$ cat src/sv/gasa_pkg.sv
// Shared types and constants of the glyph atlas shelf allocator.
package gasa_pkg;

    localparam int ITEM_W      = 10;
    localparam int PAGE_IDX_W  = 4;
    localparam int COORD_W     = 8;
    localparam int STATUS_W    = 2;
    localparam int GEN_W       = 16;
    localparam int IN_TDATA_W  = 24;
    localparam int OUT_TDATA_W = 64;

    localparam logic REQ_ALLOC = 1'b0;
    localparam logic REQ_CLEAR = 1'b1;

    localparam logic [STATUS_W-1:0] ST_ALLOCATED = 2'd0;
    localparam logic [STATUS_W-1:0] ST_NO_PAGE   = 2'd1;
    localparam logic [STATUS_W-1:0] ST_CLEARED   = 2'd2;

    typedef struct packed {
        logic accept;
        logic class_calc;
        logic lookup;
        logic hit_commit;
        logic scan_start;
        logic scan_step;
        logic decide_commit;
        logic sweep_wr;
        logic clear_done;
    } t_dp_cmd;

    typedef struct packed {
        logic in_clear;
        logic shelf_hit;
        logic scan_done;
        logic sweep_last;
        logic out_free;
    } t_dp_sts;

endpackage

$ cat src/sv/gasa_dp.sv
// Datapath: shelf and page tables, size math, best-fit scan and result register.
module gasa_dp
    import gasa_pkg::*;
#(
    parameter int PAGE_WIDTH  = 256,
    parameter int PAGE_HEIGHT = 256,
    parameter int ROW_GRANULE = 4,
    parameter int MAX_PAGES   = 16
) (
    input  logic                   i_clk,
    input  logic                   i_rst_n,
    input  t_dp_cmd                i_cmd,
    output t_dp_sts                o_sts,
    input  logic [IN_TDATA_W-1:0]  i_in_data,
    input  logic                   i_in_user,
    output logic                   o_out_valid,
    input  logic                   i_out_ready,
    output logic [OUT_TDATA_W-1:0] o_out_data,
    output logic [STATUS_W-1:0]    o_out_user
);

    localparam int SHELF_COUNT = PAGE_HEIGHT / ROW_GRANULE;
    localparam int SIW = (SHELF_COUNT > 1) ? $clog2(SHELF_COUNT) : 1;
    localparam int PIW = (MAX_PAGES > 1) ? $clog2(MAX_PAGES) : 1;
    localparam int PCW = $clog2(MAX_PAGES + 1);
    localparam int FW  = $clog2(PAGE_WIDTH + 1);
    localparam int FH  = $clog2(PAGE_HEIGHT + 1);
    localparam int TW  = $clog2((2 ** ITEM_W) + ROW_GRANULE);
    localparam int CW  = $clog2(SHELF_COUNT + 1);
    localparam int RS  = 20;
    localparam int RM  = ((2 ** RS) + ROW_GRANULE - 1) / ROW_GRANULE;
    localparam int RMW = RS + 1;
    localparam int PRW = TW + RMW;

    typedef struct packed {
        logic           valid;
        logic [PIW-1:0] page;
        logic [FW-1:0]  free;
        logic [FH-1:0]  row;
    } t_shelf;

    t_shelf               r_shelf_mem [SHELF_COUNT];
    logic [FH-1:0]        r_page_mem  [MAX_PAGES];

    logic [ITEM_W-1:0]    r_w, r_h;
    logic [FW-1:0]        r_pw;
    logic [TW-1:0]        r_t;
    logic [CW-1:0]        r_cls;
    logic [FH-1:0]        r_rh;
    logic [SIW-1:0]       r_idx;
    t_shelf               r_shelf_rd;
    logic [FH-1:0]        r_pg_rd;
    logic [PIW-1:0]       r_pend_idx;
    logic [PIW-1:0]       r_best;
    logic [FH-1:0]        r_best_fh;
    logic                 r_found;
    logic                 r_pend;
    logic [PCW-1:0]       r_scan_left;
    logic [PCW-1:0]       r_page_count;
    logic [SIW-1:0]       r_sweep;
    logic [GEN_W-1:0]     r_gen;
    logic                 r_out_valid;
    logic [OUT_TDATA_W-1:0] r_out_data;
    logic [STATUS_W-1:0]  r_out_user;

    logic [ITEM_W-1:0]    l_in_w, l_in_h;
    logic [ITEM_W:0]      l_wp;
    logic [FW-1:0]        n_pw;
    logic [TW-1:0]        n_t;
    logic [PRW-1:0]       l_prod;
    logic [SIW-1:0]       l_idx;
    logic                 l_hit;
    logic [FW-1:0]        l_hit_free;
    logic [PIW-1:0]       l_scan_addr;
    logic                 l_better;
    logic                 l_full;
    logic [PIW-1:0]       l_dec_page;
    logic [FH-1:0]        l_dec_fh;
    logic [FH-1:0]        l_new_fh;
    logic [FW-1:0]        l_new_free;
    logic                 l_sh_we;
    logic [SIW-1:0]       l_sh_wa;
    t_shelf               l_sh_wd;
    logic                 l_load;
    logic [OUT_TDATA_W-1:0] n_out_data;
    logic [STATUS_W-1:0]  n_out_user;
    logic [GEN_W-1:0]     n_gen;

    function automatic logic [OUT_TDATA_W-1:0] pack_result(
        input logic [PAGE_IDX_W-1:0] page,
        input logic [COORD_W-1:0]    x,
        input logic [COORD_W-1:0]    y,
        input logic [ITEM_W-1:0]     w,
        input logic [ITEM_W-1:0]     h,
        input logic                  opened,
        input logic [GEN_W-1:0]      gen
    );
        pack_result = {7'd0, gen, opened, h, w, y, x, page};
    endfunction

    assign l_in_w = i_in_data[ITEM_W-1:0];
    assign l_in_h = i_in_data[2*ITEM_W-1:ITEM_W];

    always_comb begin
        l_wp = {1'b0, l_in_w} + (ITEM_W+1)'(1);
        if (32'(l_wp) > PAGE_WIDTH) begin
            n_pw = FW'(PAGE_WIDTH);
        end else begin
            n_pw = FW'(l_wp);
        end
        n_t = TW'(l_in_h) + TW'(ROW_GRANULE);
        if (32'(n_t) > PAGE_HEIGHT) begin
            n_t = TW'(PAGE_HEIGHT);
        end
    end

    assign l_prod      = PRW'(r_t) * PRW'(RM);
    assign l_idx       = SIW'(r_cls - CW'(1));
    assign l_hit       = r_shelf_rd.valid && (r_shelf_rd.free >= r_pw);
    assign l_hit_free  = r_shelf_rd.free - r_pw;
    assign l_scan_addr = PIW'(r_scan_left - PCW'(1));
    assign l_better    = (r_pg_rd >= r_rh) && (!r_found || (r_best_fh > r_pg_rd));
    assign l_full      = !r_found && (r_page_count == PCW'(MAX_PAGES));
    assign l_dec_page  = r_found ? r_best : PIW'(r_page_count);
    assign l_dec_fh    = r_found ? r_best_fh : FH'(PAGE_HEIGHT);
    assign l_new_fh    = l_dec_fh - r_rh;
    assign l_new_free  = FW'(PAGE_WIDTH) - r_pw;
    assign n_gen       = r_gen + GEN_W'(1);

    always_comb begin
        l_sh_we = 1'b0;
        l_sh_wa = r_idx;
        l_sh_wd = '0;
        if (i_cmd.sweep_wr) begin
            l_sh_we = 1'b1;
            l_sh_wa = r_sweep;
        end else if (i_cmd.hit_commit) begin
            l_sh_we = 1'b1;
            l_sh_wd = '{valid: 1'b1, page: r_shelf_rd.page, free: l_hit_free,
                        row: r_shelf_rd.row};
        end else if (i_cmd.decide_commit && !l_full) begin
            l_sh_we = 1'b1;
            l_sh_wd = '{valid: 1'b1, page: l_dec_page, free: l_new_free, row: l_new_fh};
        end
    end

    always_comb begin
        l_load     = 1'b1;
        n_out_data = '0;
        n_out_user = ST_ALLOCATED;
        if (i_cmd.hit_commit) begin
            n_out_data = pack_result(PAGE_IDX_W'(r_shelf_rd.page), COORD_W'(l_hit_free),
                                     COORD_W'(r_shelf_rd.row), r_w, r_h, 1'b0, r_gen);
        end else if (i_cmd.decide_commit && l_full) begin
            n_out_data = pack_result('0, '0, '0, r_w, r_h, 1'b0, r_gen);
            n_out_user = ST_NO_PAGE;
        end else if (i_cmd.decide_commit) begin
            n_out_data = pack_result(PAGE_IDX_W'(l_dec_page), COORD_W'(l_new_free),
                                     COORD_W'(l_new_fh), r_w, r_h, !r_found, r_gen);
        end else if (i_cmd.clear_done) begin
            n_out_data = pack_result('0, '0, '0, '0, '0, 1'b0, n_gen);
            n_out_user = ST_CLEARED;
        end else begin
            l_load = 1'b0;
        end
    end

    always_ff @(posedge i_clk) begin
        if (l_sh_we) begin
            r_shelf_mem[l_sh_wa] <= l_sh_wd;
        end
        if (i_cmd.lookup) begin
            r_shelf_rd <= r_shelf_mem[l_idx];
        end
        if (i_cmd.decide_commit && !l_full) begin
            r_page_mem[l_dec_page] <= l_new_fh;
        end
        if (i_cmd.scan_step && (r_scan_left != '0)) begin
            r_pg_rd    <= r_page_mem[l_scan_addr];
            r_pend_idx <= l_scan_addr;
        end
    end

    always_ff @(posedge i_clk) begin
        if (i_cmd.accept) begin
            r_w  <= l_in_w;
            r_h  <= l_in_h;
            r_pw <= n_pw;
            r_t  <= n_t;
        end
        if (i_cmd.class_calc) begin
            r_cls <= CW'(l_prod >> RS);
        end
        if (i_cmd.lookup) begin
            r_rh  <= FH'(32'(r_cls) * ROW_GRANULE);
            r_idx <= l_idx;
        end
        if (i_cmd.scan_step && r_pend && l_better) begin
            r_best    <= r_pend_idx;
            r_best_fh <= r_pg_rd;
        end
        if (l_load) begin
            r_out_data <= n_out_data;
            r_out_user <= n_out_user;
        end
    end

    always_ff @(posedge i_clk) begin
        if (!i_rst_n) begin
            r_sweep      <= '0;
            r_page_count <= '0;
            r_gen        <= '0;
            r_scan_left  <= '0;
            r_pend       <= 1'b0;
            r_found      <= 1'b0;
            r_out_valid  <= 1'b0;
        end else begin
            if (i_cmd.sweep_wr) begin
                r_sweep <= o_sts.sweep_last ? '0 : r_sweep + SIW'(1);
            end
            if (i_cmd.scan_start) begin
                r_scan_left <= r_page_count;
                r_pend      <= 1'b0;
                r_found     <= 1'b0;
            end else if (i_cmd.scan_step) begin
                r_pend <= (r_scan_left != '0);
                if (r_scan_left != '0) begin
                    r_scan_left <= r_scan_left - PCW'(1);
                end
                if (r_pend && l_better) begin
                    r_found <= 1'b1;
                end
            end
            if (i_cmd.decide_commit && !l_full && !r_found) begin
                r_page_count <= r_page_count + PCW'(1);
            end
            if (i_cmd.clear_done) begin
                r_page_count <= '0;
                r_gen        <= n_gen;
            end
            if (l_load) begin
                r_out_valid <= 1'b1;
            end else if (i_out_ready) begin
                r_out_valid <= 1'b0;
            end
        end
    end

    assign o_sts.in_clear   = (i_in_user == REQ_CLEAR);
    assign o_sts.shelf_hit  = l_hit;
    assign o_sts.scan_done  = (r_scan_left == '0) && !r_pend;
    assign o_sts.sweep_last = (r_sweep == SIW'(SHELF_COUNT - 1));
    assign o_sts.out_free   = !r_out_valid || i_out_ready;

    assign o_out_valid = r_out_valid;
    assign o_out_data  = r_out_data;
    assign o_out_user  = r_out_user;

endmodule

$ cat src/sv/gasa_ctrl.sv
// Controller: sequences lookup, best-fit scan, commit and shelf clearing sweeps.
module gasa_ctrl
    import gasa_pkg::*;
(
    input  logic    i_clk,
    input  logic    i_rst_n,
    input  logic    i_in_valid,
    output logic    o_in_ready,
    input  t_dp_sts i_sts,
    output t_dp_cmd o_cmd
);

    typedef enum logic [2:0] {
        S_INIT,
        S_IDLE,
        S_CLEAR,
        S_CLASS,
        S_LOOKUP,
        S_SHELF,
        S_SEARCH,
        S_DECIDE
    } t_state;

    t_state r_state, n_state;
    logic   r_ready;

    always_comb begin
        n_state = r_state;
        o_cmd   = '0;
        case (r_state)
            S_INIT: begin
                o_cmd.sweep_wr = 1'b1;
                if (i_sts.sweep_last) begin
                    n_state = S_IDLE;
                end
            end
            S_IDLE: begin
                if (i_in_valid) begin
                    o_cmd.accept = 1'b1;
                    n_state = i_sts.in_clear ? S_CLEAR : S_CLASS;
                end
            end
            S_CLEAR: begin
                if (!i_sts.sweep_last) begin
                    o_cmd.sweep_wr = 1'b1;
                end else if (i_sts.out_free) begin
                    o_cmd.sweep_wr   = 1'b1;
                    o_cmd.clear_done = 1'b1;
                    n_state = S_IDLE;
                end
            end
            S_CLASS: begin
                o_cmd.class_calc = 1'b1;
                n_state = S_LOOKUP;
            end
            S_LOOKUP: begin
                o_cmd.lookup = 1'b1;
                n_state = S_SHELF;
            end
            S_SHELF: begin
                if (!i_sts.shelf_hit) begin
                    o_cmd.scan_start = 1'b1;
                    n_state = S_SEARCH;
                end else if (i_sts.out_free) begin
                    o_cmd.hit_commit = 1'b1;
                    n_state = S_IDLE;
                end
            end
            S_SEARCH: begin
                o_cmd.scan_step = 1'b1;
                if (i_sts.scan_done) begin
                    n_state = S_DECIDE;
                end
            end
            S_DECIDE: begin
                if (i_sts.out_free) begin
                    o_cmd.decide_commit = 1'b1;
                    n_state = S_IDLE;
                end
            end
            default: begin
                n_state = S_IDLE;
            end
        endcase
    end

    always_ff @(posedge i_clk) begin
        if (!i_rst_n) begin
            r_state <= S_INIT;
            r_ready <= 1'b0;
        end else begin
            r_state <= n_state;
            r_ready <= (n_state == S_IDLE);
        end
    end

    assign o_in_ready = r_ready;

endmodule

$ cat src/sv/glyph_atlas_shelf_allocator_core.sv
// Top level of the glyph atlas shelf allocator.
// Shelf-packing allocator for fixed-size atlas pages, one request at a time. After reset
// a clearing pass walks the PAGE_HEIGHT/ROW_GRANULE shelf entries before s_axis_tready
// rises. An allocate that fits its row class's open shelf commits from that shelf entry;
// a shelf miss walks the page table one entry per cycle through its single read port
// before it commits. A clear request sweeps the shelf table again. A new request is
// taken while the previous result still waits on m_axis.
module glyph_atlas_shelf_allocator_core
    import gasa_pkg::*;
#(
    parameter int PAGE_WIDTH  = 256,
    parameter int PAGE_HEIGHT = 256,
    parameter int ROW_GRANULE = 4,
    parameter int MAX_PAGES   = 16
) (
    input  logic                   i_clk,
    input  logic                   i_rst_n,
    input  logic                   s_axis_tvalid,
    output logic                   s_axis_tready,
    // item_width, item_height, zero pad
    input  logic [IN_TDATA_W-1:0]  s_axis_tdata,
    // req_type
    input  logic                   s_axis_tuser,
    output logic                   m_axis_tvalid,
    input  logic                   m_axis_tready,
    // page_index, area_x, area_y, area_width, area_height, opened_page, generation, zero pad
    output logic [OUT_TDATA_W-1:0] m_axis_tdata,
    // status
    output logic [STATUS_W-1:0]    m_axis_tuser
);

    t_dp_cmd cmd;
    t_dp_sts sts;

    gasa_ctrl u_ctrl (
        .i_clk      (i_clk),
        .i_rst_n    (i_rst_n),
        .i_in_valid (s_axis_tvalid),
        .o_in_ready (s_axis_tready),
        .i_sts      (sts),
        .o_cmd      (cmd)
    );

    gasa_dp #(
        .PAGE_WIDTH  (PAGE_WIDTH),
        .PAGE_HEIGHT (PAGE_HEIGHT),
        .ROW_GRANULE (ROW_GRANULE),
        .MAX_PAGES   (MAX_PAGES)
    ) u_dp (
        .i_clk       (i_clk),
        .i_rst_n     (i_rst_n),
        .i_cmd       (cmd),
        .o_sts       (sts),
        .i_in_data   (s_axis_tdata),
        .i_in_user   (s_axis_tuser),
        .o_out_valid (m_axis_tvalid),
        .i_out_ready (m_axis_tready),
        .o_out_data  (m_axis_tdata),
        .o_out_user  (m_axis_tuser)
    );

    a_one_in_flight: assert property (@(posedge i_clk) disable iff (!i_rst_n)
        s_axis_tvalid && s_axis_tready |=> !s_axis_tready)
        else $error("request accepted while another is in progress");

    a_single_commit: assert property (@(posedge i_clk) disable iff (!i_rst_n)
        $onehot0({cmd.hit_commit, cmd.decide_commit, cmd.clear_done}))
        else $error("more than one result committed in a cycle");

    a_commit_room: assert property (@(posedge i_clk) disable iff (!i_rst_n)
        (cmd.hit_commit || cmd.decide_commit || cmd.clear_done) |-> sts.out_free)
        else $error("result committed over a pending transaction");

    a_status_code: assert property (@(posedge i_clk) disable iff (!i_rst_n)
        m_axis_tvalid |-> (m_axis_tuser == ST_ALLOCATED || m_axis_tuser == ST_NO_PAGE ||
                           m_axis_tuser == ST_CLEARED))
        else $error("undefined status code on output");

endmodule
$ cat config.mk
export PLATFORM = sky130hd
export DESIGN_NAME = glyph_atlas_shelf_allocator_core
export DESIGN_NICKNAME = d
export VERILOG_FILES = /design/src/sv/gasa_pkg.sv /design/src/sv/gasa_dp.sv /design/src/sv/gasa_ctrl.sv /design/src/sv/glyph_atlas_shelf_allocator_core.sv
export SDC_FILE = /design/constraint.sdc
export NUM_CORES = 2
export LEC_CHECK = 0
export ABC_CLOCK_PERIOD_IN_PS = 9700
export BUFFER_PORTS_ARGS = -buffer_cell sky130_fd_sc_hd__buf_2
export CAP_MARGIN = 25
export CORE_ASPECT_RATIO = 1.1
export CORE_UTILIZATION = 30
export DETAILED_ROUTE_END_ITERATION = 10
export GPL_TIMING_DRIVEN = 1
export SLEW_MARGIN = 10
export SYNTH_ARGS = -nofsm -noshare
export SYNTH_HDL_FRONTEND = slang
export SYNTH_HIERARCHICAL = 1
export SYNTH_SLANG_ARGS = --single-unit
export TNS_END_PERCENT = 20
$ cat constraint.sdc
create_clock -name i_clk -period 9.7 [get_ports i_clk]
set_input_delay 0.485 -clock i_clk [delete_from_list [all_inputs] [get_ports i_clk]]
set_output_delay 0.485 -clock i_clk [all_outputs]
set_load 0.005 [all_outputs]
==> summary.md <==
| Metric | Value |
|---|---|
| Run status | completed |
| Initial DRC count | 3,166 |
| Min cycle time layout | 5610 ps |
| Vias/cell | 4.98 |
| Fin. Hold Viols | 0 |
| Rows | approximately 180 |
| Clk buf depth | 3 |
| Startpoint types | register |
| Post-Syn Area | ~69,000 µm² |
| Kind of cell adding the most delay to the critical path | compound AO/OA/AOI/OAI gates |
| Power Total | 14.9 mW |
| Overall routing resource usage | 14.4% |
| Buf/Inv on CP | 3 |
| Gr busiest metal | met2 |
| Vias in the first global route | 35,000 |
| Via Count | 34,500 |
| Cells after DPL | about 6,600 |
| Nets | about 3,800 |
| Grt met3 use | 2.65% |
| Final setup TNS | 0 ps |
| Most common cell after layout, fill and taps aside | edfxtp_1 |
| Clk root buf | clkbuf_16 |
| Clk network pwr share | about 44% |
| Crit path cell chain | inv_1 > ha_1 > nor2b_1 > o21a_1 > o21ai_0 > a21oi_1 > o21ai_0 > a21oi_1 > nand3_1 > nor3b_2 > buf_4 > nor2b_1 > and2_1 > a22oi_1 > a21oi_4 > buf_4 |
| Top FF cell, synth | edfxtp_1 |
| Clk_skew | 35.1 ps |
| FMAX | 178 MHz |
| DRT antenna net count | 0 |
| Die area | 233,000 µm² |
| Number of flops mapped to enable cells by yosys | 1,715 |
| Post-Syn Instances | 3,475 |
| Synth cell types | 75 |
| YS warnings | 6 |
| Async SR Flop Fraction | 0% |
| Worst Max-Slew Pin Slew | approximately 1000 ps |
| CTS Buf Count | roughly 170 |
| Area occupied by multi-input gates | 16,400 µm² |
| Crit-path max cell delay | 810 ps |
| Kind of critical path | register to register |
| Commonest cells after routing, fill and taps aside | edfxtp_1 (1,715), mux4_2 (432), nand2_1 (255) |
| PwrDens | about 190 nW/µm² |
| Met1 Use GR | 18.9% |
| Die X | 461 µm |
| Synth Register Bits | 1,754 |
| RSZ-0062 raised after global routing | false |
| FF+latch area | between 50,000 and 60,000 µm² |
| Slew Viols, Final | 0 |
| Htree depth | 4 |
| Core Area | 229,000 µm² |
| Filler Cell Count | 21,300 |
| Sw Pwr | 2.90 mW |
| Layout cell share with drive strength beyond 1 | 26.2% |
| First-pass GRT wire length | 244,000 µm |
| Average footprint of a synthesized cell | 20.0 µm² |
| Routability cong. | 0.836 |
| Setup Viol. Count Final | 0 |
| Crit-path max FO | 33 |
| Slew headroom | between 30% and 40% |
| Power share of the sequential group | ~55% |
| Initial core utilization | 30.3% |
| Critical path's slowest cell | a21oi_4 |
| CTS tree | done |
| Cts repair resizes | 0 |
| Crit path required time | 10,250 ps |
| Length of the first detailed-routing pass in iterations | 5 |
| HP Class | input port to register |
| Top-Level Pins | 97 |
| Arrival time worst endpoint | 6170 ps |
| Comb pwr share | 0.6% |
| GR Util met2 | 24.0% |
| Drt wl/cell | 24.4 µm |
| Port bufs | 85 |
| Max Cap Viol | 0 |
| Global route overflow | 0 |
| Finished Layout Cells | 6,927 |
| Clock Latency Late Sink | between 800 and 900 ps |
| Sw Ratio | 19.5% |
| WL final | 169,000 µm |
| P&R area growth vs syn | 15.2% |
| Int Pwr | 12.0 mW |
| DIE HEIGHT | 507 µm |
| Final HPWL DP | 95,700 µm |
| Clock transition at path regs | about 60 ps |
| CTS Sinks | between 1,500 and 2,000 |
| Largest net degree at the start of global routing | 91 |
| Initial antenna violation count | 5 |
| Leakage | 25.6 nW |
| Residual DRC | 0 |
| Worst setup EP type | register |
| Worst vdd ir | 0.190 mV |
| Post-synthesis sequential area ratio | roughly 75% |
| Part of the cycle the worst path needs | 57.9% |
final cells by class:
cell class | instances | area share, %
Tap cell | 3069 | 4.80
Sequential cell | 1754 | 65.3
Multi-Input combinational cell | 1488 | 20.5
Clock buffer | 224 | 5.79
Antenna cell | 4 | 0.0125
Inverter | 64 | 0.308
Timing Repair Buffer | 229 | 2.12
Clock inverter | 95 | 1.15
synthesized netlist by cell type (all sizes together), types with 15 or more instances:
library cell | instances | area (µm²)
a21oi | 44 | 220
a221oi | 22 | 193
a22o | 21 | 184
a311o | 22 | 220
a31oi | 15 | 93.8
and2 | 86 | 539
and3 | 15 | 98.8
buf | 105 | 648
clkbuf | 70 | 263
dfxtp | 39 | 781
edfxtp | 1715 | 51500
ha | 42 | 526
inv | 61 | 229
mux2i | 32 | 320
mux4 | 432 | 9730
nand2 | 255 | 957
nand3 | 82 | 410
nor2 | 150 | 566
nor3 | 21 | 110
o21ai | 33 | 165
o22ai | 26 | 163
xnor2 | 41 | 367
xor2 | 15 | 131
worst paths after layout:
kind / from / to / slack, ps / depth (start not counted)
setup / recovery: u_dp/r_pw[1]$_SDFFCE_PN0P_ / u_dp/r_shelf_mem[30][16]$_DFFE_PP_ / 4090 / 16
hold / removal: s_axis_tdata[0] / u_dp/r_w[0]$_DFFE_PP_ / 60 / 1
setup reg to reg: u_dp/r_pw[1]$_SDFFCE_PN0P_ / u_dp/r_shelf_mem[30][16]$_DFFE_PP_ / 4090 / 16
hold reg to reg: u_dp/r_pend_idx[2]$_DFFE_PP_ / u_dp/r_best[2]$_DFFE_PP_ / 410 / 0
power by group through the flow:
| stage | sequential (mW) | combinational [mW] | clock, mW |
|---|---|---|---|
| after floorplan | 8.39 | 0.0467 | 0 |
| after global placement | 8.39 | 0.0882 | 0 |
| after detailed placement | 8.39 | 0.0889 | 0 |
| after CTS | 8.23 | 0.0954 | 6.72 |
| after global routing | 8.23 | 0.101 | 6.98 |
| final | 8.23 | 0.0956 | 6.59 |
kinds of logic after synthesis:
logic type / share of synthesized area [%]
compound gates: 2.45
xor+xnor: 0.717
fa+ha+maj: 0.814
buf+inv: 1.66
flops: 75.3
mux: 14.6
other cells: 0.00540
simple gates: 4.46
flip-flops by register name (all words and copies together) (netlist names), 7 cells and up:
name	cells
u_dp/r_pg_rd	9
u_dp/r_w	10
u_dp/r_h	10
u_dp/r_t	7
u_dp/r_page_mem	144
u_dp/o_out_data	57
u_dp/r_shelf_rd	22
u_dp/r_cls	7
u_dp/r_shelf_mem	1408
u_dp/r_gen	16
u_dp/r_rh	7
u_dp/r_pw	9
u_dp/r_best_fh	9
stage by stage:
| step | area (µm²) | hold WS, ps | worst slack [ps] | utilization, % |
|---|---|---|---|---|
| final | 80000 | 58.0 | 4090 | 34.9 |
| after global routing | 80000 | 20.1 | 3690 | 34.9 |
| after CTS | 80000 | 3.54 | 4170 | 34.9 |
| after detailed placement | 74200 | 405 | 4180 | 32.4 |
| after global placement | 74100 | 401 | 4300 | 32.3 |
| after floorplan | 69500 | 400 | 4480 | - |
routing by layer:
metal	wire length, µm	part of all wire, %
met4	4390	2.6
met1	70000	41
met3	10800	6.4
met2	83700	50
met5	13	0.0077
timing repair:
item	in CTS	in global routing
setup buffers	0	0
hold buffers	18	0
hold endpoints to repair	18	0
setup endpoints to repair	0	0
(Power assumes the default switching activity.)
